## config.mk

```make
export PLATFORM = sky130hd
export DESIGN_NAME = pcv_cell
export DESIGN_NICKNAME = d
export VERILOG_FILES = /design/src/design/palette_color_validator_core_defines.svh /design/src/design/pcv_pkg.sv /design/src/design/pcv_cell.sv
export SDC_FILE = /design/constraint.sdc
export NUM_CORES = 1
export LEC_CHECK = 0
export ABC_AREA = 1
export BUFFER_PORTS_ARGS = -buffer_cell sky130_fd_sc_hd__buf_2
export CORE_ASPECT_RATIO = 1.25
export CORE_MARGIN = 8
export CORE_UTILIZATION = 40
export CTS_CLUSTER_SIZE = 8
export DETAILED_ROUTE_END_ITERATION = 6
export GPL_TIMING_DRIVEN = 0
export PLACE_DENSITY = 0.75
export REMOVE_ABC_BUFFERS = 1
export SKIP_LAST_GASP = 1
export SLEW_MARGIN = 40
export SYNTH_ARGS = -nofsm -noshare
export SYNTH_HDL_FRONTEND = slang
export SYNTH_SLANG_ARGS = --single-unit
```

## constraint.sdc

```tcl
create_clock -name clk -period 0.8 [get_ports clk]
set_input_delay 0.12 -clock clk [delete_from_list [all_inputs] [get_ports clk]]
set_output_delay 0.12 -clock clk [all_outputs]
set_load 0.01 [all_outputs]
```

## src/design/palette_color_validator_core_defines.svh

```systemverilog
// ----------------------------------------------------------------------------
// palette color validator assertion macros
// shared property forms for the checks at the end of the top level
// ----------------------------------------------------------------------------
`ifndef PALETTE_COLOR_VALIDATOR_CORE_DEFINES_SVH
`define PALETTE_COLOR_VALIDATOR_CORE_DEFINES_SVH

// same-cycle implication, checked outside reset
`define PCV_ASSERT_IMP(label, ante, cons) \
  label: assert property (@(posedge clk) disable iff (!rst_n) (ante) |-> (cons)) \
    else $error("pcv check failed");

// next-cycle implication, checked outside reset
`define PCV_ASSERT_NXT(label, ante, cons) \
  label: assert property (@(posedge clk) disable iff (!rst_n) (ante) |=> (cons)) \
    else $error("pcv check failed");

`endif

```

## src/design/pcv_pkg.sv

```systemverilog
// ----------------------------------------------------------------------------
// pcv_pkg
// types and constants shared by the palette color validator modules
// ----------------------------------------------------------------------------
`default_nettype none

package pcv_pkg;

  // default store depths
  localparam int PCV_PAL_DEPTH  = 64;
  localparam int PCV_SEEN_DEPTH = 64;

  // register reset and field constants
  localparam logic [6:0] PCV_LIMIT_RST   = 7'd4;
  localparam logic [7:0] PCV_ALPHA_CLEAR = 8'h00;
  localparam logic [7:0] PCV_ALPHA_OPAQUE = 8'hff;
  localparam logic [7:0] PCV_COUNT_MAX   = 8'hff;

  // action codes
  localparam logic PCV_ACT_ADD   = 1'b0;
  localparam logic PCV_ACT_PIXEL = 1'b1;

  // input beat
  typedef struct packed {
    logic        action;
    logic [23:0] pixel_rgb;
    logic [7:0]  alpha;
    logic        last_in_image;
  } pcv_in_t;

  // result beat
  typedef struct packed {
    logic       bad_alpha;
    logic       not_in_palette;
    logic       palette_full;
    logic       image_done;
    logic [7:0] distinct_count;
    logic       too_many_colors;
  } pcv_out_t;

  // probe walking the cell chain
  typedef struct packed {
    logic        active;
    logic [23:0] pixel_rgb;
    logic [24:0] key;
    logic        pal_hit;
    logic        seen_hit;
  } pcv_probe_t;

endpackage

`default_nettype wire

```

## src/design/pcv_cell.sv

```systemverilog
// ----------------------------------------------------------------------------
// pcv_cell
// one chain cell: holds one palette entry and one seen-color entry where enabled,
// compares the passing probe against them and hands the probe to the next cell
// ----------------------------------------------------------------------------
`default_nettype none

module pcv_cell import pcv_pkg::*; #(
  parameter int IDX      = 0,
  parameter int PCW      = 7,
  parameter int SCW      = 7,
  parameter bit HAS_PAL  = 1'b1,
  parameter bit HAS_SEEN = 1'b1
) (
  input  wire logic             clk,
  input  wire logic             rst_n,
  input  wire pcv_probe_t       probe_i,
  output pcv_probe_t            probe_o,
  input  wire logic [PCW-1:0]   pal_cnt,
  input  wire logic [SCW-1:0]   seen_cnt,
  input  wire logic             pal_we,
  input  wire logic             seen_we,
  input  wire logic [23:0]      wr_rgb,
  input  wire logic [24:0]      wr_key
);

  logic       pal_match;
  logic       seen_match;
  logic       active_r;
  pcv_probe_t data_r, data_nxt;

  // palette entry
  if (HAS_PAL) begin : g_pal
    logic [23:0] pal_entry_r;

    always_ff @(posedge clk) begin
      if (pal_we) begin
        pal_entry_r <= wr_rgb;
      end
    end

    assign pal_match = (PCW'(IDX) < pal_cnt) && (pal_entry_r == probe_i.pixel_rgb);
  end else begin : g_no_pal
    assign pal_match = 1'b0;
  end

  // seen-color entry
  if (HAS_SEEN) begin : g_seen
    logic [24:0] seen_entry_r;

    always_ff @(posedge clk) begin
      if (seen_we) begin
        seen_entry_r <= wr_key;
      end
    end

    assign seen_match = (SCW'(IDX) < seen_cnt) && (seen_entry_r == probe_i.key);
  end else begin : g_no_seen
    assign seen_match = 1'b0;
  end

  // probe valid flag
  always_ff @(posedge clk) begin
    if (!rst_n) begin
      active_r <= 1'b0;
    end else begin
      active_r <= probe_i.active;
    end
  end

  // probe payload with accumulated hits
  always_comb begin
    data_nxt          = probe_i;
    data_nxt.pal_hit  = probe_i.pal_hit | pal_match;
    data_nxt.seen_hit = probe_i.seen_hit | seen_match;
  end

  always_ff @(posedge clk) begin
    data_r <= data_nxt;
  end

  always_comb begin
    probe_o        = data_r;
    probe_o.active = active_r;
  end

endmodule

`default_nettype wire

```

==> results of run 1 <==
==> cell usage after synthesis <==
master / instances
xnor2_1: 19
buf_4: 1
nor2_1: 42
nand2_1: 60
nand4_1: 2
nand3_1: 2
dfxtp_1: 52
edfxtp_1: 49
inv_1: 31
xor2_1: 14
==> logic make-up (layout without fill, tap and decap cells) <==
family / Yosys count / in the layout / share of synthesized area
other: 0 / 1 / 0
xor gates and xnor gates: 33 / 33 / 0.0868
and+or+nand+nor: 106 / 106 / 0.122
DFF: 101 / 101 / 0.754
buffers and inverters: 32 / 319 / 0.0372
==> per-layer routing <==
| layer | track usage | up-vias | share of wire |
|---|---|---|---|
| li1 | - | 1412 | - |
| met1 | 0.158 | 1328 | 0.37 |
| met2 | 0.293 | 130 | 0.52 |
| met3 | 0.0822 | 12 | 0.096 |
| met4 | 0.0570 | 0 | 0.014 |
| met5 | 0 | - | 0 |
==> cell type report <==
cell class / count / area [µm²] / share of cell area
clock inverters: 5 / 56.3 / 0.00984
flip-flops and latches: 101 / 2540 / 0.444
clock buffers: 11 / 163 / 0.0284
inverters: 31 / 116 / 0.0203
well taps: 97 / 121 / 0.0212
diodes: 1 / 2.50 / 0.000437
repair buffers: 272 / 2020 / 0.352
multi-input cells: 139 / 707 / 0.124
==> state kept, by name, indices dropped and copies added (netlist names) <==
name,cells
g_seen.seen_entry_r,25
g_pal.pal_entry_r,24
active_r,1
probe_o,51
==> metrics by stage <==
stage / TNS (ns) / total power, mW / setup slack (ns) / area (µm²)
floorplan: -0.201 / 6.42 / -0.111 / 3320
global placement: -7.57 / 6.96 / -0.262 / 4300
detailed placement: -8.84 / 7.01 / -0.310 / 4300
CTS: -7.74 / 10.8 / -0.273 / 5580
global route: -8.99 / 11.3 / -0.424 / 5720
finish: -6.41 / 10.8 / -0.314 / 5720
==> worst max-delay path by stage <==
stage | from | to | slack (ns) | cells past startpoint
after global placement | g_pal.pal_entry_r[21] | probe_o[1] | -0.26 | 6
after detailed placement | g_pal.pal_entry_r[21] | probe_o[1] | -0.31 | 6
after global routing | g_pal.pal_entry_r[9] | probe_o[1] | -0.42 | 7
after floorplan | g_seen.seen_entry_r[19] | probe_o[0] | -0.11 | 9
final | g_pal.pal_entry_r[1] | probe_o[1] | -0.31 | 7
after CTS | g_seen.seen_entry_r[19] | probe_o[0] | -0.27 | 9
==> power by group through the flow <==
| stage | combinational, mW | sequential, mW | clock (mW) |
|---|---|---|---|
| 2_1_floorplan | 0.339 | 6.08 | 0 |
| 3_3_place_gp | 0.961 | 6.00 | 0 |
| 3_5_place_dp | 0.993 | 6.02 | 0 |
| 4_1_cts | 1.40 | 5.90 | 3.52 |
| 5_1_grt | 1.63 | 5.96 | 3.70 |
| 6_report | 1.49 | 5.93 | 3.40 |
==> worst max-delay path, delay by kind of cell, from the launching register on <==
kind | cells | cell delay [ns]
simple gates | 7 | 0.66
flops | 1 | 0.41
==> timing repair <==
item                                   4_1_cts  5_1_grt
hold buffers                               102        0
endpoints found under the hold margin      101        0
gates resized for setup                     14       38
setup endpoints to repair                   54       54
pin swaps                                    2        1
setup buffers                                0        0
==> results.py, run 1 <==
metrics = {
    "place": {
        "gp_congestion": 0.693,
        "portBuffers": 170,
        "dp_hpwl_um": 6070,
        "dpl.cell_count": 538,
    },
    "layout": {
        "fin_nets": 673,
        "fin_cells": 657,
        "nFillCells": 544,
        "fin_util": 0.702,
        "drive_above_1_share": 0.379,
        "area_growth_pct": 71.8,
        "mostFrequentLayoutCell": "buf_2",
        "layout_common_cells": "buf_2, dlygate4sd3_1, nand2_1",
    },
    "sta": {
        "max_freq_ghz": 0.898,
        "slew_headroom": 0.625,
        "worstMarginPinSlew_ns": 0.563,
        "rsz0062_at_grt": "true",
        "period_share": 1.39,
        "skew_ns": 0.00574,
        "setup_viol": 54,
        "hold_slack_ns": 0.208,
        "drv_slew": 0,
        "hold_viol": 0,
        "fin_crit_ns": 1.11,
        "fin_ws_ns": -0.314,
    },
    "synth": {
        "synthCells": 272,
        "yosysTopAreaCellShare": 0.442,
        "synth_warnings": 0,
        "ys_seq_elements": 101,
        "ys_top_cells_by_area": "edfxtp_1, dfxtp_1, nand2_1",
        "yosysSeqAreaShare": 0.754,
        "syn-cell-area_mm2": 0.00333,
        "synth_top_cell_by_area": "edfxtp_1",
        "synth_area_per_cell_um2": 12.2,
        "ys_types": 10,
    },
    "setup_path": {
        "r2r-start": "g_pal.pal_entry_r[1]",
        "cpPeakStageDelay_ns": 0.41,
        "critPathKind": "reg2reg",
        "regToRegEndpoint": "probe_o[1]",
        "cp-end-kind": "flop",
        "cpMaxStageDelayCell": "edfxtp_1",
        "critical_path.most_common_cell": "nor2_1",
        "reg2reg_depth": 7,
        "cp-start-kind": "flop",
        "required_ns": 1.10,
        "cp_cell_sequence": "nor2_1 -> nor2_1 -> nor2_1 -> nand2_1 -> nor2_1 -> nand3_1 -> nand2_1",
        "rrSetupSlack_ns": -0.31,
        "crit_arrival_ns": 1.41,
        "cp_max_fo": 2,
    },
    "routing": {
        "wirelength_um": 9800,
        "drc": 0,
        "dr.pass1.iters": 4,
        "wl_per_cell_um": 14.9,
        "ant_nets": 0,
        "via_per_inst": 4.39,
        "vias": 2882,
        "drt_iter0_drc": 138,
    },
    "power_and_ir_drop": {
        "p_leak_nw": 2.67,
        "p_int_mw": 8.40,
        "peakVddDrop_v": 0.00130,
        "p_seq_frac": 0.548,
        "power.share.clock": 0.314,
        "comb_power_share": 0.138,
        "p_sw_mw": 2.42,
        "swShare": 0.224,
        "powerDensity_mw_per_mm2": 1890,
    },
    "run": {
        "maxCapViolCount": 0,
    },
    "global_route": {
        "grt_pass1_wl_um": 15200,
        "grt_pass1_vias": 3157,
        "grt_use_total": 0.164,
        "grt_antenna_before_repair": 1,
        "grt_overflow": 0,
        "grt_max_degree": 26,
    },
    "clocking": {
        "cts_tree": "yes",
        "clk_pin_slew_ns": 0.09,
        "cts_root_buf": "clkbuf_8",
        "clkSinkCount": 101,
        "cts_max_level": 3,
        "numCtsBuffers": 9,
        "insertion_delay_ns": 0.35,
        "cts_buffer_depth": 2,
    },
    "min_path": {
        "hold_end": "probe_o[0]",
        "hold_path_class": "in2reg",
        "min_path_cells": 6,
        "min-delay-start": "probe_i[18]",
    },
    "floorplan": {
        "core_mm2": 0.00815,
        "start_util": 0.409,
        "dieArea_mm2": 0.0115,
        "die_h_um": 118,
        "dieWidth_um": 97.6,
        "std_cell_rows": 37,
        "io_pins": 171,
    },
    "outcome": {
        "status": "finished, violations left",
        "violations": "setup timing",
    },
}
Power figures use the tool's default switching activity.
==> inputs of run 2 (changes only) <==
Settings changed: RECOVER_POWER from default to 50, SETUP_SLACK_MARGIN from default to 0.4.
==> results.py, run 2 (synthesized netlist as in run 1, its figures left out) <==
metrics = {
    "floorplan": {
        "std_cell_rows": 37,
        "core_mm2": 0.00815,
        "io_pins": 171,
        "die_h_um": 118,
        "dieArea_mm2": 0.0115,
        "start_util": 0.409,
        "dieWidth_um": 97.6,
    },
    "layout": {
        "fin_util": 0.563,
        "area_growth_pct": 37.7,
        "final_cell_area_mm2": 0.00459,
        "diodes": 0,
        "layout_common_cells": "buf_2, nand2_1, edfxtp_1",
        "mostFrequentLayoutCell": "buf_2",
        "largest_reg_flops": 51,
        "drive_above_1_share": 0.344,
        "fin_nets": 571,
    },
    "setup_path": {
        "cp_max_fo": 1,
        "rrSetupSlack_ns": -0.27,
        "reg2reg_depth": 7,
        "regToRegEndpoint": "probe_o[0]",
        "cp-start-kind": "flop",
        "required_ns": 1.11,
        "cp-end-kind": "flop",
        "crit_arrival_ns": 1.38,
        "critPathKind": "reg2reg",
        "r2r-start": "g_seen.seen_entry_r[8]",
    },
    "min_path": {
        "hold_end": "probe_o[4]",
        "min-delay-start": "probe_i[4]",
        "hold_path_class": "in2reg",
        "min_path_cells": 1,
    },
    "routing": {
        "drc": 0,
        "drt_iter0_drc": 86,
        "ant_nets": 0,
        "dr.pass1.iters": 4,
        "wl_per_cell_um": 13.6,
        "via_per_inst": 4.29,
        "wirelength_um": 7530,
        "vias": 2378,
    },
    "global_route": {
        "grt_overflow": 0,
        "grt_antenna_before_repair": 2,
        "grt_use_total": 0.129,
        "grt_pass1_vias": 2552,
        "grt_max_degree": 26,
        "grt_pass1_wl_um": 11800,
    },
    "sta": {
        "rsz0062_at_grt": "true",
        "fin_crit_ns": 1.07,
        "fin_ws_ns": -0.275,
        "setup_viol": 54,
        "max_freq_ghz": 0.930,
        "drv_slew": 0,
        "worstMarginPinSlew_ns": 0.331,
        "period_share": 1.34,
        "hold_viol": 101,
        "hold_slack_ns": -0.108,
        "skew_ns": 0.00833,
        "slew_headroom": 0.779,
    },
    "power_and_ir_drop": {
        "powerDensity_mw_per_mm2": 2250,
        "p_leak_nw": 2.10,
        "peakVddDrop_v": 0.00130,
    },
    "clocking": {
        "clkSinkCount": 101,
        "cts_root_buf": "clkbuf_8",
        "cts_buffer_depth": 2,
        "cts_tree": "yes",
        "cts_max_level": 3,
        "insertion_delay_ns": 0.35,
        "numCtsBuffers": 9,
        "clk_pin_slew_ns": 0.09,
    },
    "place": {
        "place_area_mm2": 0.00430,
        "dp_hpwl_um": 6070,
        "gp_congestion": 0.693,
        "portBuffers": 170,
    },
    "run": {
        "maxCapViolCount": 0,
    },
    "outcome": {
        "status": "finished, violations left",
        "violations": "hold timing, setup timing",
    },
}
[run 2: changes by cell type in the layout (fill, tap and decap cells not counted), sizes merged]
cell / change
dlygate4sd3: -102
buf: -47
diode: -1
clkbuf: +47
[run 2: how the worst max path moves through the flow]
stage                                       start          to  slack (ns)  cells past startpoint
after floorplan           g_seen.seen_entry_r[19]  probe_o[0]       -0.11                      9
after global placement      g_pal.pal_entry_r[21]  probe_o[1]       -0.26                      6
after detailed placement    g_pal.pal_entry_r[21]  probe_o[1]       -0.31                      6
after CTS                 g_seen.seen_entry_r[19]  probe_o[0]       -0.27                      9
after global routing      g_seen.seen_entry_r[13]  probe_o[0]       -0.38                      9
final                      g_seen.seen_entry_r[8]  probe_o[0]       -0.27                      7
[run 2: per-layer routing]
| metal | vias to the layer above | track usage | wire (µm) | part of all wire |
|---|---|---|---|---|
| met5 | - | 0 | 24 | 0.0032 |
| met4 | 4 | 0.0532 | 132 | 0.018 |
| met3 | 14 | 0.0804 | 933 | 0.12 |
| met2 | 124 | 0.213 | 3570 | 0.47 |
| met1 | 1033 | 0.125 | 2870 | 0.38 |
| li1 | 1203 | - | - | - |
[run 2: where the power goes]
group	leakage, nW	internal (mW)	switching [mW]
clock network	0.110	1.72	1.67
registers	0.918	5.78	0.124
logic	1.07	0.515	0.489
total	2.10	8.02	2.29
[run 2: cell type report]
| class | count | area (µm²) |
|---|---|---|
| fill | 726 | 3560 |
| sequential | 101 | 2530 |
| timing repair buffer | 170 | 891 |
| multi-input combinational | 139 | 707 |
| clock buffer | 11 | 163 |
| tap | 97 | 121 |
| inverter | 31 | 116 |
| clock inverter | 5 | 56.3 |
[run 2: worst max-delay path, cell delays in order, from the launching register on]
cell and delay, ns:
edfxtp_1 0.40, xnor2_1 0.15, nand2_1 0.08, nor2_2 0.12, nand2_1 0.07, nor2_1 0.10
nand2_1 0.06, nand2_1 0.05
[run 2: repair_timing]
item | in CTS | in global routing
setup endpoints to repair | 103 | 54
pin swaps | 2 | 2
gates resized for setup | 16 | 21
endpoints found under the hold margin | 101 | 101
setup buffers | 0 | 0
gates cloned | 0 | 0
[run 2: stage by stage]
| stage | cells | worst slack [ns] | total power [mW] | setup TNS [ns] |
|---|---|---|---|---|
| after floorplan | 271 | -0.111 | 6.42 | -0.201 |
| after global placement | 538 | -0.262 | 6.96 | -7.57 |
| after detailed placement | 538 | -0.310 | 7.01 | -8.84 |
| after CTS | 554 | -0.273 | 10.4 | -7.74 |
| after global routing | 554 | -0.379 | 10.8 | -8.77 |
| final | 554 | -0.275 | 10.3 | -6.00 |
==> inputs of run 3 (changes only) <==
Settings changed: ABC_AREA 1 to default, CORE_UTILIZATION 40 to 39, PLACE_DENSITY 0.75 to 0.74, SLEW_MARGIN 40 to 20.
==> results.py, run 3 <==
metrics = {
    "outcome": {
        "status": "finished, violations left",
        "violations": "hold timing, setup timing",
    },
    "layout": {
        "diodes": 0,
        "drive_above_1_share": 0.441,
        "largest_reg_flops": 51,
        "mostFrequentLayoutCell": "buf_2",
        "fin_cells": 453,
        "area_growth_pct": 40.7,
        "fin_nets": 473,
        "layout_common_cells": "buf_2, clkbuf_1, edfxtp_1",
    },
    "floorplan": {
        "io_pins": 171,
        "dieArea_mm2": 0.0111,
        "core_mm2": 0.00775,
        "std_cell_rows": 36,
        "dieWidth_um": 95.8,
        "die_h_um": 116,
        "start_util": 0.401,
    },
    "global_route": {
        "grt_overflow": 0,
        "grt_antenna_before_repair": 0,
        "grt_pass1_vias": 2162,
        "grt_use_total": 0.129,
        "grt_pass1_wl_um": 10400,
        "grt_max_degree": 26,
    },
    "routing": {
        "wirelength_um": 7330,
        "highest_layer": "met4",
        "met2WireLength_um": 3400,
        "drt-met1-wl_um": 2530,
        "dr.pass1.iters": 4,
        "via_per_inst": 4.48,
        "wl_per_cell_um": 16.2,
        "vias": 2030,
        "drt_iter0_drc": 37,
        "drc": 0,
        "wl_met3_um": 1250,
        "ant_nets": 0,
    },
    "power_and_ir_drop": {
        "comb_power_share": 0.097,
        "p_leak_nw": 1.78,
        "p_seq_frac": 0.597,
        "power.share.clock": 0.307,
        "p_int_mw": 7.82,
        "swShare": 0.210,
        "peakVddDrop_v": 0.00146,
        "p_sw_mw": 2.08,
        "powerDensity_mw_per_mm2": 2270,
    },
    "place": {
        "gp_congestion": 0.769,
        "portBuffers": 170,
        "dp_hpwl_um": 6040,
        "dpl.cell_count": 438,
    },
    "synth": {
        "async_reset_ff_frac": 0,
        "ys_top_cells_by_area": "edfxtp_1, dfxtp_1, xnor2_1",
        "ys_seq_elements": 101,
        "yosysTopAreaCellShare": 0.474,
        "synth_common_cells": "dfxtp_1, edfxtp_1, xnor2_1",
        "synth-edff-count": 49,
        "synth_top_cell_by_area": "edfxtp_1",
        "synth_warnings": 0,
        "synthCells": 174,
        "synth_area_per_cell_um2": 17.8,
        "synthFlopType": "dfxtp_1",
        "syn-cell-area_mm2": 0.00311,
        "ys_types": 15,
        "yosysSeqAreaShare": 0.809,
        "yosysMostFrequentCell": "dfxtp_1",
    },
    "setup_path": {
        "critPathKind": "reg2reg",
        "rrSetupSlack_ns": -0.50,
        "cp-start-kind": "flop",
        "cp-end-kind": "flop",
        "cpMaxStageDelayCell": "edfxtp_1",
        "cp_cell_sequence": "xnor2_2 -> nand4_1 -> a2111oi_4 -> a41o_1",
        "cpPeakStageDelay_ns": 0.43,
        "cp_max_fo": 1,
        "required_ns": 1.10,
        "crit_arrival_ns": 1.60,
    },
    "clocking": {
        "cts_max_level": 3,
        "cts_root_buf": "clkbuf_8",
        "clk_pin_slew_ns": 0.08,
        "numCtsBuffers": 9,
        "cts_tree": "yes",
        "cts_setup_buffers": 0,
        "clkSinkCount": 101,
        "cts_buffer_depth": 2,
        "insertion_delay_ns": 0.35,
    },
    "run": {
        "maxCapViolCount": 0,
    },
    "sta": {
        "drv_slew": 0,
        "hold_slack_ns": -0.0995,
        "setup_viol": 54,
        "max_freq_ghz": 0.767,
        "fin_crit_ns": 1.30,
        "rsz0062_at_grt": "true",
        "period_share": 1.63,
        "fin_tns_setup_ns": -5.93,
        "worstMarginPinSlew_ns": 0.507,
        "slew_headroom": 0.659,
        "fin_ws_ns": -0.504,
        "hold_viol": 101,
        "skew_ns": 0.00988,
    },
    "min_path": {
        "hold_path_class": "in2reg",
    },
}
[run 3: cell types whose count changed in the layout (fill, tap and decap cells not counted), sizes merged, moves of 3 or more]
cell   delta
nor4      +6
xor2      +4
inv      -31
xnor2    +12
nand2    -60
nor3      +3
nand4     +5
nor2     -41
[run 3: timing repair]
item / in CTS / in global routing
pin swaps: 4 / 5
hold endpoints to repair: 101 / 101
gates resized for setup: 16 / 30
endpoints found under the setup margin: 103 / 61
[run 3: final cells by class]
class                           instances  area, µm²
Clock buffer                           13        149
Fill cell                             653       3380
Tap cell                               95        119
Multi-Input combinational cell         72        616
Clock inverter                          2       35.0
Timing Repair Buffer                  170        915
Sequential cell                       101       2530
[run 3: critical path: cells and delay by family (launching register included)]
kind	cells	cell delay [ns]
and+or+nand+nor	1	0.13
DFF	1	0.43
xor gates and xnor gates	1	0.15
AOI/OAI and AO/OA	2	0.55
[run 3: final timing paths]
| path | from | to | cells past startpoint |
|---|---|---|---|
| hold / removal | probe_i[40] | probe_o[40] | 1 |
| setup reg to reg | g_pal.pal_entry_r[8] | probe_o[1] | 4 |
| setup / recovery | g_pal.pal_entry_r[8] | probe_o[1] | 4 |
| hold reg to reg | g_seen.seen_entry_r[10] | probe_o[0] | 4 |
[run 3: logic make-up (layout without fill, tap and decap cells)]
group,count (synthesis),after routing,share of synthesized area
AO/OA/AOI/OAI,4,4,0.0121
XOR/XNOR,49,49,0.141
AND/OR/NAND/NOR,19,19,0.0359
buffers and inverters,1,185,0.00242
flip-flops,101,101,0.809
[run 3: through the flow]
step                worst slack, ns  area (µm²)  utilization  power (mW)
global placement             -0.743        4070        0.525        6.92
CTS                          -0.578        4320        0.557        9.99
finish                       -0.504        4370        0.564        9.90
detailed placement           -0.717        4070        0.525        6.95
global route                 -0.599        4370        0.564        10.3
floorplan                    -0.387        3100            -        6.35
[run 3: routing by layer]
| layer | vias up | GRT usage |
|---|---|---|
| met4 | 0 | 0.0709 |
| met1 | 900 | 0.122 |
| met2 | 144 | 0.212 |
| met3 | 10 | 0.0771 |
| li1 | 976 | - |
| met5 | - | 0 |
[run 3: power by group through the flow]
stage,clock network (mW),registers [mW],logic [mW]
detailed placement,0,6.01,0.934
CTS,3.12,5.90,0.965
global placement,0,6.00,0.913
global route,3.32,5.94,1.05
floorplan,0,6.08,0.274
finish,3.03,5.91,0.958
